`src/partitioned_block_convolver_core_assert.svh`:
```
// Assertion macros used by the convolver controller RTL.
`ifndef PARTITIONED_BLOCK_CONVOLVER_CORE_ASSERT_SVH
`define PARTITIONED_BLOCK_CONVOLVER_CORE_ASSERT_SVH
`ifndef ASSERT_OFF
// Implication checked on every clock edge outside reset.
`define PBC_ASSERT(lbl, clk, rst_n, prop, msg) \
	lbl: assert property (@(posedge clk) disable iff (!rst_n) prop) else $error(msg);
// Condition that must never be true outside reset.
`define PBC_NEVER(lbl, clk, rst_n, cond, msg) \
	lbl: assert property (@(posedge clk) disable iff (!rst_n) !(cond)) else $error(msg);
`else
`define PBC_ASSERT(lbl, clk, rst_n, prop, msg)
`define PBC_NEVER(lbl, clk, rst_n, cond, msg)
`endif
`endif

```
`src/pbc_pkg.sv`:
```
// ----------------------------------------------------------------------------
// pbc_pkg: shared constants and types
// Sizes of the tap and history memories and controller/datapath interfaces.
// ----------------------------------------------------------------------------
`default_nettype none
package pbc_pkg;
	localparam int MAX_TAPS  = 4096;
	localparam int BLOCK_LEN = 64;
	localparam int HIST_LEN  = MAX_TAPS + BLOCK_LEN;
	localparam int TAP_AW    = $clog2(MAX_TAPS);
	localparam int LEN_W     = $clog2(MAX_TAPS + 1);
	localparam int HIST_AW   = $clog2(HIST_LEN);
	localparam int FILL_W    = $clog2(HIST_LEN + 1);
	localparam int POS_W     = $clog2(BLOCK_LEN);
	localparam int PART_W    = $clog2(MAX_TAPS / BLOCK_LEN + 1);
	localparam int SMP_W     = 24;
	localparam int ACC_W     = 64;
	localparam int IRL_W     = 13;

	// request kinds carried on tuser
	localparam logic REQ_SAMPLE = 1'b0;
	localparam logic REQ_TAP    = 1'b1;

	// controller commands to the datapath
	typedef struct packed {
		logic smp_store;   // audio word accepted: load output, store sample
		logic tap_store;   // tap word accepted
		logic blk_start;   // start computing a block
		logic row_start;   // start one output of the block
		logic mac_issue;   // issue one tap/sample read
		logic row_finish;  // round, saturate and store one output
	} pbc_cmd_t;

	// datapath status to the controller
	typedef struct packed {
		logic parts_zero;  // silent state
		logic pos_last;    // current word closes the block
		logic k_last;      // last tap of the row issued now
		logic n_last;      // last output of the block
	} pbc_sts_t;
endpackage
`default_nettype wire

```
`src/pbc_ctrl.sv`:
```
// ----------------------------------------------------------------------------
// pbc_ctrl: convolver sequencer
// Handshake control and the per-block multiply-accumulate schedule.
// ----------------------------------------------------------------------------
`default_nettype none
`include "partitioned_block_convolver_core_assert.svh"
module pbc_ctrl (
	input  wire logic              clk,
	input  wire logic              arst_n,
	input  wire logic              in_valid,
	input  wire logic              in_kind,
	output logic                   in_ready,
	output logic                   out_valid,
	input  wire logic              out_ready,
	input  wire pbc_pkg::pbc_sts_t sts,
	output pbc_pkg::pbc_cmd_t      cmd
);
	import pbc_pkg::*;

	typedef enum logic [2:0] {S_IDLE, S_SETTLE, S_ROW, S_MAC, S_DRAIN, S_FIN} state_t;

	state_t state_q;
	logic   drain_q;
	logic   in_fire;

	// accept only when idle and the output register is free
	assign in_ready = (state_q == S_IDLE) && (!out_valid || out_ready);
	assign in_fire  = in_valid && in_ready;

	always_comb begin
		cmd            = '0;
		cmd.smp_store  = in_fire && (in_kind == REQ_SAMPLE);
		cmd.tap_store  = in_fire && (in_kind == REQ_TAP);
		cmd.blk_start  = cmd.smp_store && !sts.parts_zero && sts.pos_last;
		cmd.row_start  = (state_q == S_ROW);
		cmd.mac_issue  = (state_q == S_MAC);
		cmd.row_finish = (state_q == S_FIN);
	end

	// state and output valid
	always_ff @(posedge clk or negedge arst_n) begin
		if (!arst_n) begin
			state_q   <= S_IDLE;
			drain_q   <= 1'b0;
			out_valid <= 1'b0;
		end else begin
			if (cmd.smp_store)
				out_valid <= 1'b1;
			else if (out_valid && out_ready)
				out_valid <= 1'b0;
			unique case (state_q)
				S_IDLE: begin
					if (cmd.smp_store)
						state_q <= cmd.blk_start ? S_ROW : S_SETTLE;
				end
				S_SETTLE: state_q <= S_IDLE;
				S_ROW:    state_q <= S_MAC;
				S_MAC: begin
					if (sts.k_last) begin
						state_q <= S_DRAIN;
						drain_q <= 1'b0;
					end
				end
				S_DRAIN: begin
					drain_q <= 1'b1;
					if (drain_q)
						state_q <= S_FIN;
				end
				S_FIN:    state_q <= sts.n_last ? S_SETTLE : S_ROW;
				default:  state_q <= S_IDLE;
			endcase
		end
	end

	`PBC_ASSERT(a_ready_idle, clk, arst_n, in_ready |-> state_q == S_IDLE, "ready outside idle")
	`PBC_ASSERT(a_mac_live, clk, arst_n, state_q == S_MAC |-> !sts.parts_zero, "mac while silent")
	`PBC_ASSERT(a_blk_end, clk, arst_n, (state_q == S_FIN && sts.n_last) |=> state_q == S_SETTLE,
		"block end not settled")
endmodule
`default_nettype wire

```
`config.mk`:
```
export PLATFORM = sky130hd
export DESIGN_NAME = pbc_ctrl
export DESIGN_NICKNAME = d
export VERILOG_FILES = /design/src/pbc_pkg.sv /design/src/pbc_ctrl.sv
export VERILOG_INCLUDE_DIRS = /design/src /design/src/src
export SDC_FILE = /design/constraint.sdc
export NUM_CORES = 1
export LEC_CHECK = 0
export BUFFER_PORTS_ARGS = -buffer_cell sky130_fd_sc_hd__buf_2
export CAP_MARGIN = 20
export CORE_AREA = 2 2 39 41
export DETAILED_ROUTE_END_ITERATION = 12
export DIE_AREA = 0 0 41 43
export SLEW_MARGIN = 30
export SYNTH_ARGS = -nofsm -noshare
export SYNTH_HDL_FRONTEND = slang
export SYNTH_SLANG_ARGS = --single-unit
export TNS_END_PERCENT = 100
```
`constraint.sdc`:
```
create_clock -name clk -period 1.48 [get_ports clk]
set_input_delay 0.074 -clock clk [delete_from_list [all_inputs] [get_ports clk]]
set_output_delay 0.074 -clock clk [all_outputs]
set_load 0.005 [all_outputs]
```
==> qor.csv <==
stage;metric;value;unit
run_status;status;complete, no violations;
logic_synthesis;syn_nets;49;
worst_setup_path;cp_slowest_stage_delay;0.48;ns
clock_tree;postCtsSetupBuffers;0;
logic_synthesis;synth.avg_cell_area;8.20;sq um
clock_tree;clockBufferDepth;2;
routing;dr.pass1.iters;4;
placed_design;hpwl;627;um
final_layout;regArea;126;sq um
worst_setup_path;critPathRequiredTime;1.41;ns
final_layout;num_antenna_cells;0;
worst_setup_path;crit_chain;inv_1 > and3_1 > and3_1 > buf_2;
routing;wl;770;um
final_layout;finish.utilization;32.8;%
timing;slew_viol_final;0;
logic_synthesis;yosys_warnings;0;
clock_tree;cts_max_level;1;
clock_tree;cts-root-buf;clkbuf_4;
die;die_h;43;um
routing;avgViaCountPerCell;4.63;
routing;drt_iter0_drc;5;
global_routing;grt_pass1_vias;296;
global_routing;track_usage;9.79;%
logic_synthesis;synth_top_family_by_area;simple AND/OR/NAND/NOR gates;
routing;drc;0;
global_routing;grt_max_degree;10;
worst_setup_path;worst-path-buf-inv;2;
worst_setup_path;endpoint_kind;primary output;
timing;period_share;93.4;%
die;core;0.00138;sq mm
logic_synthesis;syn_inst;40;
clock_tree;clkTransAtPathRegs;0.04;ns
die;pin_count;17;
global_routing;antenna_found_initial;0;
routing;routedWlPerCell;10.3;um
timing;worst_slew_pin_slew;0.275;ns
final_layout;final_cell_mix;buf_2, nand2_1, inv_1, dfrtp_1;
final_layout;stdcell_area;454;sq um
final_layout;drive_above_1_share;37.3;%
timing;setup_viol;0;
die;start_util;23.7;%
final_layout;n_fill_cell;148;
final_layout;final_common_cell;buf_2;
routing;num_vias;347;
logic_synthesis;synthMuxAreaShare;0;%
logic_synthesis;ys_ff_latch;5;
worst_setup_path;reg2reg_slack;0.34;ns
logic_synthesis;synth_compound_area_share;18.3;%
clock_tree;cts_made_buffers;3;
worst_setup_path;crit_type;flip-flop to primary output;
timing;slew_headroom;81.7;%
power_and_ir_drop;power.density;1680;mW/mm^2
worst_setup_path;crit_path_max_fanout;9;
logic_synthesis;synth-xor-area-share;0;%
final_layout;multi_input_area;176;sq um
job;maxCapViolCount;0;
routing;drtAntennaViolNets;0;
placed_design;port_buffers;16;
timing;fin_worst_skew;0.00227;ns
die;placementRows;14;
placed_design;placed_cell_area;412;sq um
power_and_ir_drop;peakVddDrop;606;uV
logic_synthesis;yosys.area_share.simple;34.0;%
timing;fmax;724;MHz
worst_setup_path;cp.arrival;1.31;ns
power_and_ir_drop;static-leakage-power;0.245;nW
timing;finalHoldViolCount;0;
hold_path;hold_path_class;input pin to flip-flop;
final_layout;layout.nets;69;
logic_synthesis;seq_area_frac_synth;38.2;%
timing;final.min_clock_period;1.38;ns
worst_setup_path;worst_path_max_delay_cell;dfrtp_1;
final_layout;area.growth.synth_to_final;38.5;%
global_routing;grt_first_pass_wirelength;1150;um
clock_tree;clkLatencyLatePin;0.24;ns
placed_design;place_congestion;0.852;
clock_tree;cts_tree;yes;
global_routing;globalRoute.totalOverflow;0;
worst_setup_path;start_kind;flip-flop;
logic_synthesis;synthAdderAreaFrac;0;%
worst_setup_path;cpMostUsedCell;and3_1;
die;die_area;0.00176;sq mm
timing;fin_tns_setup;0;ns
worst_setup_path;path_delay_family;flip-flops;
logic_synthesis;synth.distinct_cells;25;
logic_synthesis;synth_area;328;sq um
clock_tree;clock-sinks;5;
timing;rsz0062_at_grt;no;
die;die_w;41;um
## sequential cells by signal, summed over array words and instances, names as in the netlist
name       count
out_valid      1
state_q        3
drain_q        1
## metrics by stage
| step | hold slack [ns] | power, mW | cells | setup WS [ns] |
|---|---|---|---|---|
| global route | 0.0745 | 0.836 | 75 | 0.00939 |
| detailed placement | -0.102 | 0.589 | 70 | 0.305 |
| finish | 0.0710 | 0.762 | 75 | 0.0984 |
| floorplan | -0.222 | 0.496 | 40 | 0.402 |
| global placement | -0.104 | 0.583 | 70 | 0.309 |
| CTS | 0.0618 | 0.758 | 75 | 0.0236 |
## logic make-up after synthesis
kind of cell	Yosys count
AND/OR/NAND/NOR	20
AO/OA/AOI/OAI	9
buffers and inverters	6
flip-flops	5
## report_power, final
group          internal (mW)  switching (mW)  total (mW)
clock network          0.102          0.0561       0.158
registers              0.186          0.0799       0.266
logic                  0.177           0.162       0.338
## layout make-up
cell class	count	area share, %
Tap cell	16	4.41
Inverter	4	3.31
Multi-Input combinational cell	29	38.8
Timing Repair Buffer	17	19.8
Clock buffer	4	5.79
Sequential cell	5	27.8
## cells in the mapped netlist
cell,instances,share of area [%]
a211o_1,1,2.7
a21oi_1,2,3.1
a31oi_1,1,1.9
a32o_1,1,3.1
and2_1,1,1.9
and3_1,2,3.8
buf_2,1,1.5
buf_6,1,3.4
dfrtp_1,5,38
inv_1,4,4.6
nand2_1,4,4.6
nand2b_1,2,3.8
nand3_1,1,1.5
nand4_1,1,1.9
nor2_1,3,3.4
nor2_2,1,1.9
nor2b_1,1,1.9
nor2b_2,1,2.7
nor3_1,1,1.5
nor4bb_1,1,3.1
o21ai_0,1,1.5
o21ai_1,1,1.5
o22ai_1,1,1.9
o32ai_1,1,2.7
or2_1,1,1.9
## timing repair
action | in CTS | in global routing
hold endpoints to repair | 5 | 0
setup endpoints to repair | 0 | 3
hold buffers | 1 | 0
gates resized for setup | 0 | 2
## metal layers
metal  vias up  global-route usage, %  routed length (um)
met5         -                      0                   0
met4         0                   6.00                  17
met3         2                   3.66                  57
met2        14                   15.3                 381
met1       155                   10.5                 314
li1        176                      -                   -
## final timing paths
| path | to | depth (start not counted) | start |
|---|---|---|---|
| worst max-delay path | cmd[4] | 4 | state_q[2]$_DFFE_PN0P_ |
| worst min-delay path | state_q[0]$_DFFE_PN0P_ | 2 | sts[1] |
| worst max register to register | state_q[0]$_DFFE_PN0P_ | 3 | state_q[1]$_DFFE_PN0P_ |
| worst min register to register | drain_q$_DFFE_PN0P_ | 2 | drain_q$_DFFE_PN0P_ |
| max in group asynchronous | state_q[0]$_DFFE_PN0P_ | 2 | arst_n |
| min in group asynchronous | drain_q$_DFFE_PN0P_ | 2 | arst_n |
(Power assumes the default switching activity.)
